## src/hdl/fplw_pkg.sv

```systemverilog
// Shared types and constants for the four-level page walker.
// Used by four_level_page_walker, page_walk_checker and testbench; depends on nothing else.

package fplw_pkg;

   localparam int PHYS_BITS = 52;
   localparam int ADDR_W    = 52;
   localparam int VA_W      = 48;
   localparam int ROOT_W    = 40;
   localparam int ENTRY_W   = 64;
   localparam int REQ_DW    = 152;
   localparam int RSP_DW    = 112;

   localparam logic [ADDR_W-1:0] PHYS_MASK =
      ADDR_W'((65'd1 << PHYS_BITS) - 65'd1);
   localparam logic [ADDR_W-1:0] OFF_4K = 52'h0_0000_0000_0FFF;
   localparam logic [ADDR_W-1:0] OFF_2M = 52'h0_0000_001F_FFFF;
   localparam logic [ADDR_W-1:0] OFF_1G = 52'h0_0000_3FFF_FFFF;
   localparam int PAGE_SHIFT = 12;

   localparam logic OP_START = 1'b0;
   localparam logic OP_ENTRY = 1'b1;

   localparam logic KIND_READ = 1'b0;
   localparam logic KIND_DONE = 1'b1;

   localparam logic [1:0] SIZE_4K = 2'd0;
   localparam logic [1:0] SIZE_2M = 2'd1;
   localparam logic [1:0] SIZE_1G = 2'd2;

   localparam logic [1:0] LEVEL_PML4 = 2'd0;
   localparam logic [1:0] LEVEL_PDPT = 2'd1;
   localparam logic [1:0] LEVEL_PD   = 2'd2;
   localparam logic [1:0] LEVEL_PT   = 2'd3;

   localparam int BIT_PRESENT = 0;
   localparam int BIT_LARGE   = 7;
   localparam int BIT_NX      = 63;

   typedef struct packed {
      logic              protocol_error;
      logic [1:0]        mapping_size;
      logic              executable;
      logic              mapped;
      logic [ADDR_W-1:0] physical_address;
      logic [ADDR_W-1:0] read_address;
      logic              result_kind;
   } result_type;

   localparam result_type RESULT_ERROR = '{
      protocol_error: 1'b1, mapping_size: SIZE_4K, executable: 1'b0, mapped: 1'b0,
      physical_address: '0, read_address: '0, result_kind: KIND_DONE};

endpackage

```

## src/hdl/four_level_page_walker.sv

```systemverilog
//  Channel  Dir  Handshake            tdata / tuser
//  req      in   req_tvalid/tready    VA, root frame, entry word / opcode
//  rsp      out  rsp_tvalid/tready    read addr, phys addr, flags, size / kind
//
//  One request per cycle unless rsp_tready holds the output; each result is registered in the
//  output register when its request is accepted.
//  req_tready stays high while the output register is empty or being drained.
//  Reset (synchronous) returns the walker to idle and empties the output register.
//
// Four-level x86-64 page table walker, top level. Depends on fplw_pkg.

module four_level_page_walker
   import fplw_pkg::*;
(
   input  logic              clock,
   input  logic              reset,
   input  logic              req_tvalid,
   output logic              req_tready,
   // tdata: lookup_address[47:0], root_frame[87:48], entry_word[151:88]
   input  logic [REQ_DW-1:0] req_tdata,
   // tuser: opcode
   input  logic              req_tuser,
   output logic              rsp_tvalid,
   input  logic              rsp_tready,
   // tdata: read_address[51:0], physical_address[103:52], mapped[104],
   // executable[105], mapping_size[107:106], protocol_error[108], zero pad[111:109]
   output logic [RSP_DW-1:0] rsp_tdata,
   // tuser: result_kind
   output logic              rsp_tuser
);

   logic [VA_W-1:0]    va;
   logic [ROOT_W-1:0]  root;
   logic [ENTRY_W-1:0] entry;
   logic               req_fire;

   logic              busy_ff, busy_in;
   logic [1:0]        level_ff, level_in;
   logic [VA_W-1:0]   held_ff, held_in;
   logic              exec_ff, exec_in;
   logic              valid_ff, valid_in;
   result_type        result_ff, result_in;

   logic [ADDR_W-1:0] base;
   logic              ex_path;
   logic              size_bit;

   assign va    = req_tdata[VA_W-1:0];
   assign root  = req_tdata[VA_W+ROOT_W-1:VA_W];
   assign entry = req_tdata[REQ_DW-1:VA_W+ROOT_W];

   assign req_tready = !valid_ff || rsp_tready;
   assign req_fire   = req_tvalid && req_tready;

   assign base     = entry[ADDR_W-1:0] & PHYS_MASK & ~OFF_4K;
   assign ex_path  = exec_ff && !entry[BIT_NX];
   assign size_bit = entry[BIT_LARGE];

   // Nine-bit table index of a virtual address, scaled to an entry offset.
   function automatic logic [ADDR_W-1:0] entry_offset(logic [VA_W-1:0] addr,
                                                      logic [1:0] lvl);
      logic [8:0] idx;
      unique case (lvl)
         LEVEL_PML4: idx = addr[47:39];
         LEVEL_PDPT: idx = addr[38:30];
         LEVEL_PD:   idx = addr[29:21];
         LEVEL_PT:   idx = addr[20:12];
         default:    idx = '0;
      endcase
      return ADDR_W'({idx, 3'b000});
   endfunction

   always_comb begin
      busy_in   = busy_ff;
      level_in  = level_ff;
      held_in   = held_ff;
      exec_in   = exec_ff;
      valid_in  = valid_ff;
      result_in = result_ff;
      if (valid_ff && rsp_tready) begin
         valid_in = 1'b0;
      end
      if (req_fire) begin
         valid_in  = 1'b1;
         result_in = '0;
         result_in.result_kind = KIND_DONE;
         if (req_tuser == OP_START) begin
            if (busy_ff) begin
               result_in = RESULT_ERROR;
            end else begin
               busy_in  = 1'b1;
               level_in = LEVEL_PML4;
               held_in  = va;
               exec_in  = 1'b1;
               result_in.result_kind  = KIND_READ;
               result_in.read_address =
                  (ADDR_W'({root, {PAGE_SHIFT{1'b0}}}) & PHYS_MASK)
                  | entry_offset(va, LEVEL_PML4);
            end
         end else if (!busy_ff) begin
            result_in = RESULT_ERROR;
         end else if (!entry[BIT_PRESENT]) begin
            // Not present: walk ends unmapped with every other field zero.
            busy_in  = 1'b0;
            level_in = LEVEL_PML4;
            exec_in  = 1'b1;
         end else if ((level_ff == LEVEL_PDPT && size_bit) || (level_ff == LEVEL_PD && size_bit)
                      || level_ff == LEVEL_PT) begin
            busy_in  = 1'b0;
            level_in = LEVEL_PML4;
            exec_in  = 1'b1;
            result_in.mapped     = 1'b1;
            result_in.executable = ex_path;
            if (level_ff == LEVEL_PDPT) begin
               result_in.mapping_size     = SIZE_1G;
               result_in.physical_address = (base & ~OFF_1G)
                  | (ADDR_W'(held_ff) & OFF_1G);
            end else if (level_ff == LEVEL_PD) begin
               result_in.mapping_size     = SIZE_2M;
               result_in.physical_address = (base & ~OFF_2M)
                  | (ADDR_W'(held_ff) & OFF_2M);
            end else begin
               result_in.mapping_size     = SIZE_4K;
               result_in.physical_address = base | (ADDR_W'(held_ff) & OFF_4K);
            end
         end else begin
            // Table pointer: descend one level. The page-size bit means nothing at the top.
            exec_in  = ex_path;
            level_in = level_ff + 2'd1;
            result_in.result_kind  = KIND_READ;
            result_in.read_address = base | entry_offset(held_ff, level_ff + 2'd1);
         end
      end
   end

   always_ff @(posedge clock) begin
      if (reset) begin
         busy_ff  <= 1'b0;
         level_ff <= LEVEL_PML4;
         held_ff  <= '0;
         exec_ff  <= 1'b1;
         valid_ff <= 1'b0;
      end else begin
         busy_ff  <= busy_in;
         level_ff <= level_in;
         held_ff  <= held_in;
         exec_ff  <= exec_in;
         valid_ff <= valid_in;
      end
      result_ff <= result_in;
   end

   assign rsp_tvalid = valid_ff;
   assign rsp_tuser  = result_ff.result_kind;
   assign rsp_tdata  = RSP_DW'({result_ff.protocol_error, result_ff.mapping_size,
                                result_ff.executable, result_ff.mapped,
                                result_ff.physical_address, result_ff.read_address});

   // An idle walker always sits at the top level with a clean execute flag.
   a_idle_clean: assert property (@(posedge clock) disable iff (reset)
      !busy_ff |-> (level_ff == LEVEL_PML4 && exec_ff))
      else $error("idle walker holds stale level or execute state");

   // A read request never carries completion fields.
   a_read_clean: assert property (@(posedge clock) disable iff (reset)
      (valid_ff && result_ff.result_kind == KIND_READ) |->
         (!result_ff.mapped && !result_ff.protocol_error && result_ff.physical_address == '0))
      else $error("read request carries completion fields");

   // Executable implies mapped.
   a_exec_mapped: assert property (@(posedge clock) disable iff (reset)
      (valid_ff && result_ff.executable) |-> result_ff.mapped)
      else $error("executable result without a mapping");

   // A start accepted while idle leaves the walker busy and answers with a read.
   a_start: assert property (@(posedge clock) disable iff (reset)
      (req_fire && req_tuser == OP_START && !busy_ff) |=>
         (busy_ff && valid_ff && result_ff.result_kind == KIND_READ))
      else $error("accepted start did not begin a walk");

   // An error result leaves the walk state untouched.
   a_error_hold: assert property (@(posedge clock) disable iff (reset)
      (req_fire && ((req_tuser == OP_START && busy_ff) || (req_tuser == OP_ENTRY && !busy_ff)))
         |=> ($stable(busy_ff) && $stable(level_ff) && result_ff.protocol_error))
      else $error("out-of-sequence request disturbed the walk");

endmodule

```

## config.mk

```make
export PLATFORM = sky130hd
export DESIGN_NAME = four_level_page_walker
export DESIGN_NICKNAME = d
export VERILOG_FILES = /design/src/hdl/fplw_pkg.sv /design/src/hdl/four_level_page_walker.sv
export SDC_FILE = /design/constraint.sdc
export NUM_CORES = 1
export LEC_CHECK = 0
export BUFFER_PORTS_ARGS = -buffer_cell sky130_fd_sc_hd__buf_4
export CORE_MARGIN = 5
export CORE_UTILIZATION = 45
export CTS_CLUSTER_DIAMETER = 150
export DETAILED_ROUTE_END_ITERATION = 7
export MAX_ROUTING_LAYER = met4
export PLACE_DENSITY = 0.76
export REMOVE_ABC_BUFFERS = 1
export SETUP_SLACK_MARGIN = 0.05
export SYNTH_ARGS = -nofsm -noshare
export SYNTH_HDL_FRONTEND = slang
export SYNTH_SLANG_ARGS = --single-unit
```

## constraint.sdc

```tcl
create_clock -name clock -period 9.07 [get_ports clock]
set_input_delay 0.907 -clock clock [delete_from_list [all_inputs] [get_ports clock]]
set_output_delay 0.907 -clock clock [all_outputs]
set_load 0.05 [all_outputs]
```

# After elaboration in Yosys (flattened, before gate mapping)
# Cells that the tools add are included.
# W data, S select, Z words.
[word_totals]
regBits = 163
[op_classes]
reduce_logical = 14
n_eq_ne = 8
bitwise = 7
n_addsub = 1
muxes = 37
[ops]
columns = ["cell", "count"]
rows = [
  ["$mux W109", 2],
  ["$or A52 B12 Y52", 3],
  ["$mux W110", 1],
  ["$mux W53", 2],
  ["$mux W52", 2],
  ["$mux W9", 8],
  ["$mux W57", 1],
  ["$mux W56", 1],
  ["$or A52 B21 Y52", 1],
  ["$or A52 B30 Y52", 1],
  ["$pmux W9 S4", 1],
  ["$mux W1", 13],
  ["$mux W2", 6],
  ["$eq A2 B2 Y1 const B", 4],
  ["$reduce_and A3 Y1", 2],
  ["$logic_and A1 B1 Y1", 5],
  ["$eq A2 B1 Y1 const B", 2],
  ["$logic_or A1 B1 Y1", 3],
  ["$add A2 B1 Y2 const B", 1],
  ["$logic_not A1 Y1", 2],
  ["$logic_not A2 Y1", 1],
  ["$ne A2 B1 Y1 const B", 1],
  ["$ne A2 B2 Y1 const B", 1],
  ["$not A1 Y1", 2],
  ["$reduce_bool A2 Y1", 1],
]

# Longest topological paths before layout
# Gate-level depths: netlist of the first run.
[depth]
ltp_word = 14
ltp_mapped = 8
mapped_depth_nobuf = 6

# Least setup slack after synthesis of the first run
# OpenSTA, ideal clock, no wires.
[synth_timing]
path_kind = "input -> register"
from = "input port req_tvalid"
to = "register result_ff, in the netlist rsp_tdata[100], enable pin"
setup_ns = 0.574
required_time_ns = 8.496
setup_slack_ns = 2.674
cell_stages = 4
arrival_ns = 5.822
n_path_buf = 2
path_cell_list = "buf_2 -> clkinv_1 -> clkbuf_1 -> nor2_1"
[synth_between]
elab_chain_len = 1
[synth_rtl]
columns = ["element", "line_no", "text"]
rows = [
  ["start: declaration", "four_level_page_walker.sv:17", "input logic req_tvalid,"],
  ["$logic_and A1 B1 Y1", "four_level_page_walker.sv:53", "assign req_fire = req_tvalid && req_tready;"],
  ["named net req_fire", "four_level_page_walker.sv:35", "logic req_fire;"],
  ["end signal: assignment", "four_level_page_walker.sv:150", "result_ff <= result_in;"],
  ["end: declaration", "four_level_page_walker.sv:42", "result_type result_ff, result_in;"],
]
# The timed path passes the listed nets, and every way through them passes these cells.
# A chain may end at the register's enable or synchronous reset.

# Worst setup path after layout of the first run
[layout_timing]
from = "input port rsp_tready"
to = "output port req_tready"
[layout_between]
elab_chain_len = 1
[layout_rtl]
columns = ["element", "line_no", "text"]
rows = [
  ["start: declaration", "four_level_page_walker.sv:24", "input logic rsp_tready,"],
  ["$logic_or A1 B1 Y1", "four_level_page_walker.sv:52", "assign req_tready = !valid_ff || rsp_tready;"],
  ["end: declaration", "four_level_page_walker.sv:18", "output logic req_tready,"],
]
# Every way passes these cells.

==> results of run 1 <==
==> placed cells by master, fill, tap and decap left out, types with 6 or more instances in the layout <==
master,count
nand4_1,41
a32o_1,40
buf_4,252
dfxtp_1,43
nor2_1,6
edfxtp_1,107
o31ai_1,43
nand2b_1,7
clkbuf_16,17
nand3_1,6
nand2_1,29
conb_1,6
a21oi_1,55
ha_1,7
and2_1,35
==> per-stage QoR <==
step	hold slack, ps	cells	utilization (%)	setup slack, ps	instance area (sq um)
after floorplan	438	474	-	2230	6220
after CTS	469	938	64.2	5790	8970
after global placement	452	906	59.8	5810	8360
final	470	938	64.2	5770	8970
after global routing	489	938	64.2	5630	8970
after detailed placement	460	906	59.8	5790	8360
==> cell families (layout without fill, tap and decap cells) <==
logic type	after synthesis	in the layout	synth area share [%]
compound gates	160	160	18.2
fa+ha+maj	7	7	1.35
buf+inv	77	293	4.92
mux	4	4	0.617
flops	151	151	63.1
other cells	1	6	0.0578
simple gates	137	137	11.8
==> power by group <==
group          total (uW)  internal [uW]  switching (uW)  leakage, uW
Clock                 726            456             270     0.000295
Combinational         301            100             201      0.00186
Sequential            800            780            19.7      0.00144
==> area by class of cell <==
| class | count | area [sq um] | area share [%] |
|---|---|---|---|
| sequential | 151 | 4100 | 45.6 |
| multi-input combinational | 314 | 2120 | 23.6 |
| tap | 180 | 225 | 2.51 |
| timing repair buffer | 252 | 1890 | 21.1 |
| inverter | 9 | 33.8 | 0.376 |
| clock buffer | 17 | 425 | 4.74 |
| clock inverter | 15 | 184 | 2.05 |
==> synthesized netlist by cell type (all sizes together) (2+ instances only) <==
master / count
o21ai: 2
a32o: 40
a222oi: 4
a22oi: 5
nand2b: 7
dfxtp: 44
nand4b: 2
buf: 18
a32oi: 5
nand2: 29
a21oi: 55
nand4: 41
nand3: 6
nor2b: 4
inv: 8
edfxtp: 107
ha: 7
o31ai: 43
and2: 35
clkbuf: 50
nor2: 8
mux2i: 4
==> metal layers <==
layer	wire length (um)	share of wire [%]	global-route usage [%]	up-vias
li1	-	-	-	2495
met2	10100	51	38.4	297
met3	1930	9.7	5.40	44
met5	0	0	-	-
met1	7340	37	28.2	2606
met4	563	2.8	9.23	0
==> state kept, by name, indices dropped and copies added, names as in the netlist <==
signal	count
rsp_tuser	1
rsp_tvalid	1
level_ff	2
held_ff	39
rsp_tdata	106
exec_ff	1
busy_ff	1
==> final timing paths <==
kind	start	endpoint	slack (ps)	cells past startpoint
max	rsp_tready	req_tready	5770	5
min	held_ff[5]	held_ff[5]	470	2
max reg2reg	busy_ff	held_ff[3]	5780	6
min reg2reg	held_ff[5]	held_ff[5]	470	2
==> worst max-delay path: cells and delay by family <==
family	cells	cell delay (ps)
AND/OR/NAND/NOR	1	90
buffers and inverters	4	1380
==> results.sh, run 1 <==
export IMPL_yosysUniqueCellTypes=39
export IMPL_tns_ps=0
export IMPL_setup_viol=0
export IMPL_numClockSinks=151
export IMPL_min_period_ps=3300
export IMPL_clk_latency_ps=420
export IMPL_worstMarginPinSlew_ps=1320
export IMPL_path_common_cell="buf_4"
export IMPL_grt_antenna_before_repair=0
export IMPL_grt_use_total_pct=23.5
export IMPL_dieWidth_um=130
export IMPL_insertedDiodeCount=0
export IMPL_wirelength_um=20000
export IMPL_crit_path_max_incr_delay_ps=470
export IMPL_initial_core_util_pct=46.4
export IMPL_ir_drop_mv=0.119
export IMPL_via_per_inst=5.80
export IMPL_critical_path_class="in -> out"
export IMPL_rsz0062_at_grt="no"
export IMPL_synth_edf_count=107
export IMPL_final_layout_size_suffix_gt1_share_pct=38.3
export IMPL_hold_violations=0
export IMPL_cp_cell_sequence="buf_4 -> nor2b_4 -> buf_4 -> inv_2 -> buf_4"
export IMPL_grt_ovfl_total=0
export IMPL_period_share_pct=36.4
export IMPL_start_kind="primary input"
export IMPL_place_gp_congestion=0.894
export IMPL_io_buffers=244
export IMPL_cts_hold_buffers=0
export IMPL_h_tree_depth=4
export IMPL_p_leak_uw=0.00359
export IMPL_synth_main_ff_cell="edfxtp_1"
export IMPL_skew_ps=7.58
export IMPL_grt_pass1_wl_um=29400
export IMPL_grt_max_degree=64
export IMPL_status="complete, no violations"
export IMPL_synthTopCellsByArea="edfxtp_1 50%, dfxtp_1 14%, a32o_1 6.2%"
export IMPL_path_max_fanout=44
export IMPL_power_density_nw_per_um2=204
export IMPL_synth_top_area_share_pct=49.5
export IMPL_place_hpwl_um=13700
export IMPL_drc=0
export IMPL_area_growth_pct=38.4
export IMPL_post_cts_resized=0
export IMPL_cts_buffer_depth=2
export IMPL_netlist_instances=537
export IMPL_via_count=5442
export IMPL_core_area_sq_um=14000
export IMPL_cts_made_buffers=17
export IMPL_critPathArrivalTime_ps=2390
export IMPL_cpMaxStageDelayCell="inv_2"
export IMPL_ys_warn_count=0
export IMPL_dieArea_sq_um=16900
export IMPL_async_flop_share_pct=0
export IMPL_grt_pass1_vias=5349
export IMPL_final_antenna_net_count=0
export IMPL_synth_area_sq_um=6480
export IMPL_power_total_uw=1830
export IMPL_synth_top_area_cell="edfxtp_1"
export IMPL_cts_tree="done"
export IMPL_yosysSeqAreaShare_pct=63.1
export IMPL_nFillCells=1089
export IMPL_hp_class="reg -> reg"
export IMPL_io_pins=272
export IMPL_rows=43
export IMPL_cts_root_buf="clkbuf_16"
export IMPL_final_nets=909
export IMPL_max_freq_mhz=303
export IMPL_drt_iter0_markers=446
export IMPL_clk_pin_slew_ps=60
export IMPL_cp_required_ps=8160
export IMPL_maxCapViolCount=0
export IMPL_fp_dieH_um=130
export IMPL_avgSynthCellArea_sq_um=12.1
export IMPL_ys_seq_elements=151
export IMPL_routedWlPerCell_um=21.3
export IMPL_drv_slew=0
export IMPL_postCtsSetupBuffers=0
export IMPL_end_kind="primary output"
export IMPL_slew_headroom_pct=11.7
export IMPL_first_pass_iters=5
Note: power is estimated with default switching activity, not from simulation.
==> run 2, diff against run 1 <==
CORE_UTILIZATION = 43   (was 45)
clock period = 2.7 ns   (was 9.07 ns; I/O delays follow)
==> results.sh, run 2 (synthesis gave the netlist of run 1 again) <==
export IMPL_status="complete, no violations"
export IMPL_min_period_ps=2470
export IMPL_grt_pass1_wl_um=31800
export IMPL_place_ws_ps=336
export IMPL_cts_root_buf="clkbuf_16"
export IMPL_setup_viol=0
export IMPL_cts_tree="done"
export IMPL_post_cts_resized=0
export IMPL_area_growth_pct=37.8
export IMPL_clk_pin_slew_ps=60
export IMPL_r2r_end="held_ff[23]"
export IMPL_period_share_pct=91.6
export IMPL_rows=44
export IMPL_r2r_start="busy_ff"
export IMPL_cts_hold_buffers=0
export IMPL_final_nets=914
export IMPL_grt_pass1_vias=5620
export IMPL_final_antenna_net_count=0
export IMPL_place_hpwl_um=14400
export IMPL_largest_register_ffs=106
export IMPL_h_tree_depth=4
export IMPL_placed_area_sq_um=8410
export IMPL_dieArea_sq_um=17600
export IMPL_slew_headroom_pct=18.0
export IMPL_via_count=5512
export IMPL_end_kind="primary output"
export IMPL_place_gp_congestion=0.856
export IMPL_maxCapViolCount=0
export IMPL_via_per_inst=5.82
export IMPL_drt_iter0_markers=326
export IMPL_utilization_pct=61.0
export IMPL_skew_ps=12.5
export IMPL_initial_core_util_pct=44.3
export IMPL_routedWlPerCell_um=21.8
export IMPL_wirelength_um=20600
export IMPL_cts_buffer_depth=2
export IMPL_hold_depth=3
export IMPL_core_area_sq_um=14600
export IMPL_hp_class="in -> reg"
export IMPL_fin_area_sq_um=8930
export IMPL_final_layout_size_suffix_gt1_share_pct=38.1
export IMPL_first_pass_iters=5
export IMPL_start_kind="flip-flop"
export IMPL_insertedDiodeCount=0
export IMPL_io_pins=272
export IMPL_path_max_fanout=44
export IMPL_p_leak_uw=0.00357
export IMPL_layout_commonest_cell="buf_4"
export IMPL_power_density_nw_per_um2=655
export IMPL_max_freq_mhz=404
export IMPL_critical_path_class="reg -> out"
export IMPL_cts_made_buffers=17
export IMPL_cp_required_ps=2430
export IMPL_numClockSinks=151
export IMPL_critPathArrivalTime_ps=2200
export IMPL_drv_slew=0
export IMPL_postCtsSetupBuffers=0
export IMPL_nFillCells=1177
export IMPL_drc=0
export IMPL_hold_violations=0
export IMPL_r2r_slack_ps=410
export IMPL_whs_endpoint="held_ff[21]"
export IMPL_grt_antenna_before_repair=0
export IMPL_grt_use_total_pct=23.7
export IMPL_hp_start="req_tdata[21]"
export IMPL_grt_ovfl_total=0
export IMPL_holdWs_ps=118
export IMPL_ir_drop_mv=0.446
export IMPL_reg2reg_depth=5
export IMPL_dieWidth_um=133
export IMPL_rsz0062_at_grt="no"
export IMPL_clk_latency_ps=420
export IMPL_fin_ws_ps=226
export IMPL_worstMarginPinSlew_ps=1230
export IMPL_fp_dieH_um=133
export IMPL_final_cell_mix="257 x buf_4, 107 x edfxtp_1, 55 x a21oi_1"
export IMPL_io_buffers=244
export IMPL_grt_max_degree=47
-- run 2: layout make-up --
cell class                 count  area [sq um]  share of cell area, %
timing repair buffer         257          1930                   21.6
tap                          184           230                   2.58
clock buffer                  21           440                   4.93
clock inverter                11          83.8                  0.938
inverter                       9          33.8                  0.378
multi-input combinational    314          2120                   23.7
sequential                   151          4100                   45.8
-- run 2: worst max path at each step --
| stage | start | to | slack [ps] | depth (start not counted) |
|---|---|---|---|---|
| after global placement | req_tvalid | rsp_tdata[80] | 430 | 4 |
| after floorplan | rsp_tvalid | rsp_tdata[100] | -3500 | 2 |
| after CTS | rsp_tvalid | req_tready | 240 | 4 |
| final | rsp_tvalid | req_tready | 230 | 4 |
| after detailed placement | req_tvalid | rsp_tdata[80] | 340 | 4 |
| after global routing | rsp_tvalid | req_tready | 100 | 4 |
-- run 2: power by group --
group          switching, uW  total (uW)  internal, uW
Clock                    890        2140          1250
Sequential              56.3        2680          2620
Combinational            690        1030           343
-- run 2: routing by layer --
layer	part of all wire, %	global-route usage, %
met5	0	-
met4	1.5	7.51
met3	8.1	5.81
met2	51	39.4
met1	39	28.5
-- run 2: worst max-delay path, stage by stage, from the launching register on --
cell and delay (ps):
dfxtp_1 350, nor2b_4 190, buf_4 450, inv_2 440
buf_4 330
-- run 2: through the flow --
stage               TNS [ps]  power, uW  instances
finish                     0       5850        947
global route               0       6040        947
CTS                        0       5880        947
detailed placement         0       3760        915
global placement           0       3740        915
floorplan            -450220       3310        474
==> run 3, diff against run 2 <==
clock period = 2.1 ns   (was 2.7 ns; I/O delays follow)
==> results.sh, run 3 (synthesis gave the netlist of run 1 again) <==
export IMPL_status="complete, no violations"
export IMPL_switching_power_uw=2070
export IMPL_hold_violations=0
export IMPL_holdWs_ps=59.0
export IMPL_core_area_sq_um=14600
export IMPL_insertedDiodeCount=0
export IMPL_fin_area_sq_um=9020
export IMPL_clk_pin_slew_ps=60
export IMPL_final_antenna_net_count=0
export IMPL_critical_path_class="reg -> reg"
export IMPL_drt_iter0_markers=365
export IMPL_maxCapViolCount=0
export IMPL_cp_required_ps=2400
export IMPL_cts_root_buf="clkbuf_16"
export IMPL_period_share_pct=91.7
export IMPL_p_leak_uw=0.00362
export IMPL_placed_area_sq_um=8480
export IMPL_via_count=5472
export IMPL_first_pass_iters=5
export IMPL_cts_buffer_depth=2
export IMPL_postCtsSetupBuffers=0
export IMPL_grt_pass1_wl_um=30600
export IMPL_drv_slew=0
export IMPL_ir_drop_mv=0.651
export IMPL_grt_use_total_pct=22.8
export IMPL_nFillCells=1178
export IMPL_grt_antenna_before_repair=0
export IMPL_rows=44
export IMPL_cts_made_buffers=17
export IMPL_io_buffers=244
export IMPL_io_pins=272
export IMPL_place_hpwl_um=14300
export IMPL_min_period_ps=1930
export IMPL_setup_viol=0
export IMPL_p_int_uw=5460
export IMPL_initial_core_util_pct=44.3
export IMPL_h_tree_depth=4
export IMPL_final_cell_mix="261 x buf_4, 107 x edfxtp_1, 55 x a21oi_1"
export IMPL_cts_hold_buffers=0
export IMPL_area_growth_pct=39.1
export IMPL_end_kind="flip-flop"
export IMPL_start_kind="flip-flop"
export IMPL_via_per_inst=5.74
export IMPL_grt_ovfl_total=0
export IMPL_routedWlPerCell_um=21.0
export IMPL_place_gp_congestion=0.865
export IMPL_numClockSinks=151
export IMPL_final_layout_size_suffix_gt1_share_pct=38.9
export IMPL_clk_latency_ps=410
export IMPL_p_clk_share_pct=36.5
export IMPL_max_freq_mhz=519
export IMPL_grt_pass1_vias=5383
export IMPL_regArea_sq_um=4100
export IMPL_wirelength_um=20000
export IMPL_hp_class="in -> reg"
export IMPL_slew_headroom_pct=53.1
export IMPL_post_cts_resized=0
export IMPL_utilization_pct=61.6
export IMPL_rsz0062_at_grt="no"
export IMPL_layout_commonest_cell="buf_4"
export IMPL_multi_input_area_sq_um=2120
export IMPL_critPathArrivalTime_ps=2220
export IMPL_cts_tree="done"
export IMPL_path_max_fanout=7
export IMPL_drc=0
export IMPL_dieWidth_um=133
export IMPL_power_density_nw_per_um2=835
export IMPL_grt_max_degree=56
export IMPL_final_nets=920
export IMPL_fp_dieH_um=133
export IMPL_largest_register_ffs=106
export IMPL_dieArea_sq_um=17600
export IMPL_pwr_share_seq_pct=45.7
export IMPL_p_comb_share_pct=17.8
export IMPL_worstMarginPinSlew_ps=704
export IMPL_skew_ps=6.77
export IMPL_power_share_switching_pct=27.4
==> run 3: changes by cell type in the layout (fill, tap and decap cells not counted), moves of 2 or more <==
cell,delta
buf_12,+2
clkbuf_8,+2
clkinv_1,-3
buf_4,+4
==> run 3: power groups by stage <==
stage | registers [uW] | logic (uW) | clock network [uW]
2_1_floorplan | 3950 | 305 | 0
3_3_place_gp | 3490 | 1320 | 0
3_5_place_dp | 3500 | 1350 | 0
4_1_cts | 3440 | 1350 | 2800
5_1_grt | 3450 | 1410 | 2960
6_report | 3440 | 1340 | 2750
==> run 3: layer usage <==
metal | up-vias | GRT usage (%) | part of all wire [%]
met1 | 2637 | 27.6 | 39
met3 | 17 | 7.10 | 9.2
li1 | 2525 | - | -
met5 | - | - | 0
met2 | 293 | 37.2 | 51
met4 | 0 | 5.95 | 1.4
==> run 3: area by class of cell <==
class	instances	area share, %
sequential	151	45.4
timing repair buffer	263	22.2
multi-input combinational	314	23.5
tap	184	2.55
clock buffer	25	5.51
inverter	9	0.375
clock inverter	7	0.486
==> run 3: worst paths after layout <==
check	from	cells past startpoint	slack [ps]	to
hold reg to reg	held_ff[0]	2	470	held_ff[0]
setup reg to reg	level_ff[0]	5	170	exec_ff
setup / recovery	level_ff[0]	5	170	exec_ff
hold / removal	req_tdata[16]	3	60	held_ff[16]
==> run 3: stage by stage <==
| stage | setup TNS [ps] | power (uW) | instances | setup WS [ps] |
|---|---|---|---|---|
| 2_1_floorplan | -573480 | 4260 | 474 | -4100 |
| 3_3_place_gp | 0 | 4820 | 921 | 250 |
| 3_5_place_dp | 0 | 4850 | 921 | 166 |
| 4_1_cts | 0 | 7580 | 953 | 155 |
| 5_1_grt | 0 | 7820 | 953 | 58.0 |
| 6_report | 0 | 7530 | 953 | 174 |
==> run 3: worst max-delay path, cell delays in order (launching register included) <==
cell and delay, ps:
dfxtp_1 400, inv_1 110, ha_1 260, o21a_1 200, or3_1 490, a221o_1 360
